==> config.mk <==
export PLATFORM = sky130hd
export DESIGN_NAME = sorted_key_priority_list_unit
export DESIGN_NICKNAME = d
export VERILOG_FILES = /design/src/design/skpl_pkg.sv /design/src/design/skpl_cell.sv /design/src/design/sorted_key_priority_list_unit.sv
export VERILOG_INCLUDE_DIRS = /design/src /design/src/design
export SDC_FILE = /design/constraint.sdc
export NUM_CORES = 2
export LEC_CHECK = 0
export BUFFER_PORTS_ARGS = -buffer_cell sky130_fd_sc_hd__buf_2
export CAP_MARGIN = 20
export CORE_MARGIN = 2
export CORE_UTILIZATION = 55
export CTS_CLUSTER_DIAMETER = 150
export DETAILED_ROUTE_END_ITERATION = 8
export PLACE_DENSITY_LB_ADDON = 0.25
export SYNTH_ARGS = -nofsm -noshare
export SYNTH_HDL_FRONTEND = slang
export SYNTH_SLANG_ARGS = --single-unit
==> constraint.sdc <==
create_clock -name clk -period 11.1 [get_ports clk]
set_clock_uncertainty 0.2 [all_clocks]
set_input_delay 2.22 -clock clk [delete_from_list [all_inputs] [get_ports clk]]
set_output_delay 2.22 -clock clk [all_outputs]
set_load 0.01 [all_outputs]
==> src/design/sorted_key_priority_list_unit_macros.svh <==
// Assertion macros for the sorted key priority list unit
`ifndef SORTED_KEY_PRIORITY_LIST_UNIT_MACROS_SVH
`define SORTED_KEY_PRIORITY_LIST_UNIT_MACROS_SVH

// Same-cycle implication, checked on every rising clock edge out of reset
`define SKPL_ASSERT_IMP(lbl, ante, cons) \
  lbl: assert property (@(posedge clk) disable iff (!rst_n) (ante) |-> (cons)) \
    else $error("skpl: same-cycle property violated");

// Next-cycle implication, checked on every rising clock edge out of reset
`define SKPL_ASSERT_NXT(lbl, ante, cons) \
  lbl: assert property (@(posedge clk) disable iff (!rst_n) (ante) |=> (cons)) \
    else $error("skpl: next-cycle property violated");

`endif

==> src/design/skpl_pkg.sv <==
// Types and constants shared by the sorted key priority list unit
package skpl_pkg;

  localparam int KEY_W = 32;
  localparam int VAL_W = 16;
  localparam int OCC_W = 5;

  typedef enum logic [1:0] {
    REQ_INSERT    = 2'd0,
    REQ_POP       = 2'd1,
    REQ_REMOVE_LE = 2'd2,
    REQ_REMOVE_EQ = 2'd3
  } req_type_t;

  typedef enum logic [1:0] {
    ST_OK    = 2'd0,
    ST_FULL  = 2'd1,
    ST_EMPTY = 2'd2,
    ST_NONE  = 2'd3
  } status_t;

  typedef enum logic {
    S_IDLE = 1'b0,
    S_EXEC = 1'b1
  } state_t;

  typedef enum logic [1:0] {
    CELL_HOLD   = 2'd0,
    CELL_INSERT = 2'd1,
    CELL_REMOVE = 2'd2
  } cell_op_t;

  typedef struct packed {
    cell_op_t          op;
    logic              match;
    logic [KEY_W-1:0]  key;
    logic [VAL_W-1:0]  value;
  } cell_ctl_t;

  typedef struct packed {
    logic le;
    logic shift;
    logic hit;
  } cell_flags_t;

endpackage

==> src/design/skpl_cell.sv <==
// One slot of the sorted chain: holds an entry and trades it with its neighbours
module skpl_cell import skpl_pkg::*; (
  input  logic              clk,
  input  logic              rst_n,
  input  cell_ctl_t         ctl,
  input  logic              left_le,
  input  logic              left_shift,
  input  logic              left_valid,
  input  logic [KEY_W-1:0]  left_key,
  input  logic [VAL_W-1:0]  left_value,
  input  logic              right_valid,
  input  logic [KEY_W-1:0]  right_key,
  input  logic [VAL_W-1:0]  right_value,
  output logic              valid,
  output logic [KEY_W-1:0]  key,
  output logic [VAL_W-1:0]  value,
  output cell_flags_t       flags
);

  logic             valid_r, valid_nxt;
  logic [KEY_W-1:0] key_r, key_nxt;
  logic [VAL_W-1:0] value_r, value_nxt;

  always_comb begin
    flags.le    = valid_r && (key_r <= ctl.key);
    flags.hit   = ctl.match && valid_r && (key_r == ctl.key);
    flags.shift = left_shift || flags.hit;
    valid_nxt   = valid_r;
    key_nxt     = key_r;
    value_nxt   = value_r;
    case (ctl.op)
      CELL_INSERT: begin
        if (!flags.le) begin
          if (left_le) begin
            valid_nxt = 1'b1;
            key_nxt   = ctl.key;
            value_nxt = ctl.value;
          end else begin
            valid_nxt = left_valid;
            key_nxt   = left_key;
            value_nxt = left_value;
          end
        end
      end
      CELL_REMOVE: begin
        if (flags.shift) begin
          valid_nxt = right_valid;
          key_nxt   = right_key;
          value_nxt = right_value;
        end
      end
      default: begin
      end
    endcase
  end

  always_ff @(posedge clk) begin
    if (!rst_n) begin
      valid_r <= 1'b0;
    end else begin
      valid_r <= valid_nxt;
    end
  end

  always_ff @(posedge clk) begin
    key_r   <= key_nxt;
    value_r <= value_nxt;
  end

  assign valid = valid_r;
  assign key   = key_r;
  assign value = value_r;

endmodule

==> src/design/sorted_key_priority_list_unit.sv <==
// Sorted key priority list: a chain of entry cells and its request sequencer
// A taken start registers the request and enters S_EXEC; each result is registered from S_EXEC.
// Insert and pop give one result; a removal of n entries gives one result
// a cycle, n in all (a single ST_NONE result when nothing matches).
// Each cycle the chain settles one insert or one removal in every cell at once.
// Synchronous reset empties every cell and clears the count; busy is low after.
`include "sorted_key_priority_list_unit_macros.svh"
module sorted_key_priority_list_unit import skpl_pkg::*; #(
  parameter int CAPACITY = 16
) (
  input  logic              clk,
  input  logic              rst_n,
  input  logic              start,
  output logic              busy,
  input  logic [1:0]        in_req_type,
  input  logic [KEY_W-1:0]  in_req_key,
  input  logic [VAL_W-1:0]  in_req_value,
  output logic              out_valid,
  output logic [1:0]        out_status,
  output logic [KEY_W-1:0]  out_key,
  output logic [VAL_W-1:0]  out_value,
  output logic [OCC_W-1:0]  out_occupancy,
  output logic              out_last_result
);

  localparam int CNT_W = $clog2(CAPACITY + 1);

  state_t           state_r, state_nxt;
  logic [CNT_W-1:0] count_r, count_nxt;
  req_type_t        req_type_r;
  logic [KEY_W-1:0] req_key_r;
  logic [VAL_W-1:0] req_value_r;

  logic             out_valid_r, out_valid_nxt;
  status_t          out_status_r, out_status_nxt;
  logic [KEY_W-1:0] out_key_r, out_key_nxt;
  logic [VAL_W-1:0] out_value_r, out_value_nxt;
  logic [OCC_W-1:0] out_occ_r, out_occ_nxt;
  logic             out_last_r, out_last_nxt;

  cell_ctl_t        ctl;
  logic [CAPACITY:0] cell_valid;
  logic [KEY_W-1:0] cell_key [CAPACITY+1];
  logic [VAL_W-1:0] cell_value [CAPACITY+1];
  cell_flags_t      flg [CAPACITY];
  logic [CAPACITY-1:0] hit_v;
  logic [CAPACITY-1:0] first_v;
  logic [CAPACITY:0] le_c;
  logic [CAPACITY:0] shift_c;

  logic             accept;
  logic             head_le;
  logic             next_le;
  logic             more_hits;
  logic [VAL_W-1:0] hit_value;

  assign accept = start && !busy;
  assign busy   = (state_r != S_IDLE);

  // right-hand boundary of the chain reads as an empty slot
  assign cell_valid[CAPACITY] = 1'b0;
  assign cell_key[CAPACITY]   = '0;
  assign cell_value[CAPACITY] = '0;
  assign le_c[0]    = 1'b1;
  assign shift_c[0] = !ctl.match;

  for (genvar i = 0; i < CAPACITY; i++) begin : g_cell
    logic             lv;
    logic [KEY_W-1:0] lk;
    logic [VAL_W-1:0] lval;
    if (i == 0) begin : g_head
      assign lv   = 1'b0;
      assign lk   = '0;
      assign lval = '0;
    end else begin : g_body
      assign lv   = cell_valid[i-1];
      assign lk   = cell_key[i-1];
      assign lval = cell_value[i-1];
    end
    skpl_cell u_cell (
      .clk         (clk),
      .rst_n       (rst_n),
      .ctl         (ctl),
      .left_le     (le_c[i]),
      .left_shift  (shift_c[i]),
      .left_valid  (lv),
      .left_key    (lk),
      .left_value  (lval),
      .right_valid (cell_valid[i+1]),
      .right_key   (cell_key[i+1]),
      .right_value (cell_value[i+1]),
      .valid       (cell_valid[i]),
      .key         (cell_key[i]),
      .value       (cell_value[i]),
      .flags       (flg[i])
    );
    assign le_c[i+1]    = flg[i].le;
    assign shift_c[i+1] = flg[i].shift;
    assign hit_v[i]     = flg[i].hit;
    assign first_v[i]   = flg[i].hit && !shift_c[i];
  end

  always_comb begin
    hit_value = '0;
    more_hits = 1'b0;
    for (int i = 0; i < CAPACITY; i++) begin
      hit_value = hit_value | (cell_value[i] & {VAL_W{first_v[i]}});
    end
    for (int i = 1; i < CAPACITY; i++) begin
      more_hits = more_hits | (hit_v[i] && hit_v[i-1]);
    end
  end

  assign head_le = cell_valid[0] && (cell_key[0] <= req_key_r);
  assign next_le = cell_valid[1] && (cell_key[1] <= req_key_r);

  always_comb begin
    state_nxt      = state_r;
    count_nxt      = count_r;
    ctl.op         = CELL_HOLD;
    ctl.match      = (req_type_r == REQ_REMOVE_EQ);
    ctl.key        = req_key_r;
    ctl.value      = req_value_r;
    out_valid_nxt  = 1'b0;
    out_status_nxt = ST_OK;
    out_key_nxt    = '0;
    out_value_nxt  = '0;
    out_occ_nxt    = OCC_W'(count_r);
    out_last_nxt   = 1'b1;
    case (state_r)
      S_IDLE: begin
        if (start) begin
          state_nxt = S_EXEC;
        end
      end
      S_EXEC: begin
        out_valid_nxt = 1'b1;
        state_nxt     = S_IDLE;
        case (req_type_r)
          REQ_INSERT: begin
            if (count_r == CNT_W'(CAPACITY)) begin
              out_status_nxt = ST_FULL;
            end else begin
              ctl.op      = CELL_INSERT;
              count_nxt   = count_r + CNT_W'(1);
              out_occ_nxt = OCC_W'(count_nxt);
            end
          end
          REQ_POP: begin
            if (count_r == '0) begin
              out_status_nxt = ST_EMPTY;
            end else begin
              ctl.op        = CELL_REMOVE;
              count_nxt     = count_r - CNT_W'(1);
              out_key_nxt   = cell_key[0];
              out_value_nxt = cell_value[0];
              out_occ_nxt   = OCC_W'(count_nxt);
            end
          end
          REQ_REMOVE_LE: begin
            if (head_le) begin
              ctl.op        = CELL_REMOVE;
              count_nxt     = count_r - CNT_W'(1);
              out_key_nxt   = cell_key[0];
              out_value_nxt = cell_value[0];
              out_occ_nxt   = OCC_W'(count_nxt);
              out_last_nxt  = !next_le;
              if (next_le) begin
                state_nxt = S_EXEC;
              end
            end else begin
              out_status_nxt = ST_NONE;
            end
          end
          REQ_REMOVE_EQ: begin
            if (|hit_v) begin
              ctl.op        = CELL_REMOVE;
              count_nxt     = count_r - CNT_W'(1);
              out_key_nxt   = req_key_r;
              out_value_nxt = hit_value;
              out_occ_nxt   = OCC_W'(count_nxt);
              out_last_nxt  = !more_hits;
              if (more_hits) begin
                state_nxt = S_EXEC;
              end
            end else begin
              out_status_nxt = ST_NONE;
            end
          end
          default: begin
          end
        endcase
      end
      default: begin
        state_nxt = S_IDLE;
      end
    endcase
  end

  always_ff @(posedge clk) begin
    if (!rst_n) begin
      state_r     <= S_IDLE;
      count_r     <= '0;
      out_valid_r <= 1'b0;
    end else begin
      state_r     <= state_nxt;
      count_r     <= count_nxt;
      out_valid_r <= out_valid_nxt;
    end
  end

  always_ff @(posedge clk) begin
    if (accept) begin
      req_type_r  <= req_type_t'(in_req_type);
      req_key_r   <= in_req_key;
      req_value_r <= in_req_value;
    end
    out_status_r <= out_status_nxt;
    out_key_r    <= out_key_nxt;
    out_value_r  <= out_value_nxt;
    out_occ_r    <= out_occ_nxt;
    out_last_r   <= out_last_nxt;
  end

  assign out_valid       = out_valid_r;
  assign out_status      = out_status_r;
  assign out_key         = out_key_r;
  assign out_value       = out_value_r;
  assign out_occupancy   = out_occ_r;
  assign out_last_result = out_last_r;

  `SKPL_ASSERT_IMP(a_count_matches_cells, 1'b1, $countones(cell_valid) == int'(count_r))
  `SKPL_ASSERT_IMP(a_count_in_range, 1'b1, count_r <= CNT_W'(CAPACITY))
  `SKPL_ASSERT_NXT(a_accept_goes_busy, accept, busy)
  `SKPL_ASSERT_IMP(a_more_results_busy, out_valid && !out_last_result, busy)
  `SKPL_ASSERT_IMP(a_last_result_frees, out_valid && out_last_result, !busy)

endmodule
After elaboration in Yosys (flattened, before gate mapping)
Index checks and enable logic that the tools add are counted.
{ "word_totals": {"regBits": 897, "out_inout_bits": 58, "elab_cells": 537} }
{ "op_classes": {"bitwise_logic": 46, "n_eq_ne": 54, "n_mux": 225, "addsub": 2, "reduce_logical": 135, "order_cmp": 16} }
{ "ops": {"columns": ["op", "n"], "rows": [
  ["32-bit 2-to-1 mux", 50],
  ["32-bit one-hot mux with 2 select lines", 16],
  ["16-bit 2-to-1 mux", 50],
  ["32-bit equality test", 16],
  ["32-bit less-or-equal comparator", 16],
  ["16-bit one-hot mux with 2 select lines", 16],
  ["16-bit bitwise AND", 16],
  ["16-bit bitwise OR", 15],
  ["32-bit one-hot mux with 3 select lines", 1],
  ["1-bit logical AND", 80],
  ["1-bit 2-to-1 mux", 57],
  ["16-bit one-hot mux with 3 select lines", 1],
  ["3-bit AND reduction", 16],
  ["1-bit one-hot mux with 2 select lines", 19],
  ["2-bit inequality test (second input constant)", 17],
  ["2-bit by 1-bit inequality test with 1-bit output (second input constant)", 15],
  ["5-bit 2-to-1 mux", 5],
  ["5-bit one-hot mux with 4 select lines", 1],
  ["1-bit logical NOT", 19],
  ["1-bit logical OR", 16],
  ["2-bit one-hot mux with 4 select lines", 2],
  ["16-bit OR reduction", 1],
  ["2-bit 2-to-1 mux", 7],
  ["1-bit bitwise OR", 14],
  ["9 further kinds", 12]
]} }

Logic depth before layout (Yosys ltp)
{ "depth": {"depth_word": 24, "depth_mapped": 23, "depth_no_buf": 18} }

By module
From an unflattened synthesis, not the netlist that was laid out.
{ "unflattened": {"hier_cells": 6171, "area_unflattened_um2": 60774.5} }
{ "by_module_without_submodules": {"columns": ["mod", "seq_area_each_um2", "area_per_inst_um2", "instances", "cells_per_inst"], "rows": [
  ["skpl_cell", 1461.4, 3368.2, 16, 343],
  ["sorted_key_priority_list_unit", 2762.6, 6882.9, 1, 683]
]} }

Worst setup path after synthesis
OpenSTA, ideal clock, no wires.
{ "synth_timing": {"path_type": "register -> register", "start": "register req_key_r[13]", "end": "register g_cell[5].u_cell.valid_r", "setup_slack_ps": 2701, "t_required_ps": 10826, "arrival_ps": 8125, "synth_period_minus_slack_ps": 8399, "path_buffers": 4, "stages_incl_launch_ff": 20, "path_cell_list": "edfxtp_1 -> clkbuf_1 -> clkbuf_1 -> inv_1 -> ha_1 -> and4_1 -> nand4_1 -> or3_4 -> nand2_1 -> or4_1 -> o21ai_0 -> nand2_1 -> o21ai_0 -> inv_1 -> ha_1 -> clkbuf_1 -> clkbuf_1 -> and3_1 -> a211oi_1 -> o221a_2"} }
{ "synth_between": {"elab_chain_cells": 10, "elab_cells_between_ends": 58, "cone_classes": "order compare: 3; eq/ne: 20; mux: 7; reduce/logical: 28"} }
{ "synth_rtl": {"columns": ["element", "line_no", "rtl"], "rows": [
  ["start, declared", "sorted_key_priority_list_unit.sv:31", "logic [KEY_W-1:0] req_key_r;"],
  ["start signal, assigned", "sorted_key_priority_list_unit.sv:215", "req_key_r <= in_req_key;"],
  ["parallel branches: the longest is 10 deep, another holds 32-bit less-or-equal comparator", null, null],
  ["end signal, assigned", "skpl_cell.sv:61", "valid_r <= valid_nxt;"],
  ["end, declared", "skpl_cell.sv:20", "logic valid_r, valid_nxt;"]
]} }
Parallel ways; which one is timed is not known. The select of a mux whose other input is x is not followed.
A chain may end at the register's enable or synchronous reset.

Worst setup path in the final report
{ "layout_timing": {"start": "register req_key_r[28]", "end": "register g_cell[2].u_cell.key_r[11] (enable)"} }
{ "layout_between": {"elab_chain_cells": 9, "elab_cells_between_ends": 50, "cone_classes": "order compare: 2; eq/ne: 20; mux: 4; reduce/logical: 24"} }
{ "layout_rtl": {"columns": ["element", "line_no", "rtl"], "rows": [
  ["parallel branches: the longest is 8 deep, another holds 32-bit less-or-equal comparator", null, null],
  ["3-bit AND reduction (no source line) *", null, null],
  ["end signal, assigned", "skpl_cell.sv:66", "key_r <= key_nxt;"],
  ["end, declared", "skpl_cell.sv:21", "logic [KEY_W-1:0] key_r, key_nxt;"]
]} }
Mark *: on every way between the ends.

==> out/results.txt <==
Placeable Area: 103,000 sq um
vias in the first global route: 45,283
CTS Hold Bufs: 0
maxcap violations: 0
Root Buffer: clkbuf_16
critical setup path kind: flip-flop to flip-flop
maximum clock frequency: 121 MHz
commonest non-fill, non-tap cell in the layout: edfxtp_1
largest net degree at the start of global routing: 317
DRC errors left: 0
CP max FO: 73
Initial DRC Count: 6,797
Setup TNS: 0 ns
Startpoint Class: flip-flop
Row Count: 118
GR Util met2: 57.0%
GP Congestion: 1.07
Worst Path Arrival: 8.43 ns
outcome: finished, final reports clean
r2r setup slk: 2.82 ns
Yosys reg bits: 897
worst-case vdd ir drop: 0.141 mV
post-cts resize count: 0
Die H: 326 um
Horiz. Die Dim: 326 um
Worst path slowest cell: nor4_1
Mapped Nets: 6,142
CTS tree: yes
Synth cell types: 78
P_int: 6.28 mW
global routing's busiest layer: met2
worst hold path class: flip-flop to flip-flop
Final min period: 8.28 ns
Starting Density: 55.3%
RSZ-0062 raised after global routing: no
clock-pin slew on the worst setup and hold paths: 0.06 ns
Routed WL: 210,000 um
Gate Count Post-Synth: 5,573
register area share after synthesis: 45.9%
Fin. Hold Viols: 0
worst skew pair latency: 0.73 ns
Pwr Density: 137 nW/um^2
IO Port Bufs: 110
FFs w/ async S/R, synth: 0%
Clk pwr share: 42.0%
layout cells sized above 1: 8.34%
Seq pwr share: 46.4%
Vias/cell: 6.90
Post-DRT Antenna Nets: 0
met1 capacity usage during global routing: 49.2%
switching power: 2.30 mW
Final Cycle Share: 74.6%
antenna violations before repair: 10
Logic pwr share: 11.6%
Worst EP required: 11.26 ns
Final #Nets: 6,049
hold_ws: 0.325 ns
met3 GRT Util: 10.6%
TritonCTS buffer count: 99
Post-synth EDFFs: 818
routed length per instance: 30.2 um
CTS H-tree depth: 3
Slew Limit Fails: 0
synth warn: 0
Area Growth Syn to Fin: 9.61%
Leakage: 22.5 nW
dpl hpwl: 137,000 um
Least-Margin Pin Slew: 1.40 ns
CP endpoint kind: flip-flop
first-pass GRT wire length: 301,000 um
most frequent cells in the layout: edfxtp_1, o21ai_0, nand2_1, mux2i_1, ha_1
endpoints failing setup: 0
Vias: 47,910
worst-path cell chain: inv_1 -> ha_1 -> nand4_1 -> nor4_1 -> buf_4 -> nand3_1 -> a21o_1 -> o311ai_0 -> buf_4 -> nor2_1 -> nand2_2 -> o21ai_0 -> inv_1 -> ha_4 -> inv_1 -> nor2_1 -> nor2_1 -> a21oi_1 -> nor2_4 -> buf_4
Worst slew margin: 6.74%
Primary FF master, synth: edfxtp_1
Die ar.: 106,000 sq um
CTS max path bufs: 3
Setup Fix Bufs, Post-CTS: 0
CTS Sinks: 897
syn avg cell area: 10.2 sq um
Pre-antenna DRT Iters: 9
Sw Ratio: 26.8%
grt total ovfl: 0
CP peak stage delay: 0.84 ns
All-Layer GR Usage: 38.3%
num ports: 111
Netlist Area Pre-Place: 57,000 sq um
[routing by layer]
layer | vias up | routed length (um)
li1 | 20757 | -
met1 | 22762 | 76700
met2 | 3496 | 89200
met3 | 887 | 27900
met4 | 8 | 15800
met5 | - | 67
[registers in the layout (all words and copies together) (netlist names)]
register             cells
out_value               16
count_r                  5
req_value_r             16
out_last_result          1
out_occupancy            5
req_type_r               2
out_status               2
g_cell.u_cell.value    256
out_key                 32
g_cell.u_cell.valid     16
g_cell.u_cell.key      512
out_valid                1
busy                     1
req_key_r               32
[power groups by stage]
stage	combinational [mW]	clock, mW	sequential [mW]
after floorplan	0.634	0	3.97
after global placement	0.917	0	4.04
after detailed placement	0.948	0	4.04
after CTS	0.952	3.59	3.97
after global routing	1.05	3.71	3.99
final	0.993	3.60	3.98
[worst max-delay path, delay by kind of cell (launching register included)]
kind	cells	cell delay [ns]
and+or+nand+nor	8	2.61
AOI/OAI and AO/OA	4	0.83
adders and majority gates	2	1.13
buffers and inverters	6	2.32
DFF	1	0.74
[layout make-up]
cell class | instances | area [sq um]
fillers | 8525 | 40700
multi-input cells | 4164 | 29300
flip-flops and latches | 897 | 26100
clock buffers | 129 | 2760
well taps | 1380 | 1730
repair buffers | 215 | 1420
clock inverters | 55 | 722
inverters | 103 | 387
diodes | 2 | 5.00
[final timing paths]
check / start / endpoint / depth (start not counted)
worst max-delay path: req_key_r[28] / g_cell[2].u_cell.key[11] / 20
worst min-delay path: g_cell[7].u_cell.valid / g_cell[7].u_cell.valid / 2
worst max register to register: req_key_r[28] / g_cell[2].u_cell.key[11] / 20
worst min register to register: g_cell[7].u_cell.valid / g_cell[7].u_cell.valid / 2
[Yosys cell counts, types with 12 or more instances]
cell type  count  area (sq um)
nor3_1        48           240
nor2_1       238           893
a221o_1       12           120
nand2_1      799          3000
nand3_1       55           275
buf_1         33           124
nand4_1      121           757
o21ai_0      801          4010
o22ai_1       52           325
a222oi_1      20           200
mux2_2        18           203
ha_1         516          6460
buf_2         36           180
inv_1        102           383
and3_1        22           138
clkbuf_1     337          1260
a22o_1        60           526
a31oi_1       25           156
a221oi_1      34           298
o21a_1        24           180
nor4_1        16           100
o211ai_1      18           135
a21o_1       110           826
mux2i_1      677          6780
a22oi_1       63           473
nand2b_1      14          87.6
dfxtp_1       79          1580
a211oi_1      34           255
nor2b_1       44           275
a21oi_1      207          1040
edfxtp_1     818         24600
[stage by stage]
| stage | setup slack, ns | power (mW) | instances | util, % | cell area (sq um) |
|---|---|---|---|---|---|
| 6_report | 2.82 | 8.58 | 6945 | 60.6 | 62500 |
| 5_1_grt | 2.59 | 8.75 | 6943 | 60.6 | 62500 |
| 4_1_cts | 3.19 | 8.52 | 6937 | 60.5 | 62400 |
| 3_5_place_dp | 3.20 | 4.99 | 6753 | 57.1 | 58900 |
| 3_3_place_gp | 3.09 | 4.96 | 6752 | 57.1 | 58900 |
| 2_1_floorplan | 2.70 | 4.60 | 5573 | - | 57000 |
[cells by family (layout without fill, tap and decap cells)]
| family | count (synthesis) | in the layout | synth area share, % |
|---|---|---|---|
| simple gates | 1425 | 1425 | 11.1 |
| mux | 695 | 695 | 12.2 |
| flops | 897 | 897 | 45.9 |
| compound gates | 1525 | 1525 | 16.0 |
| xor+xnor | 3 | 3 | 0.0461 |
| other cells | 0 | 2 | 0 |
| fa+ha+maj | 516 | 516 | 11.3 |
| buf+inv | 512 | 502 | 3.49 |
Power figures use the tool's default switching activity.
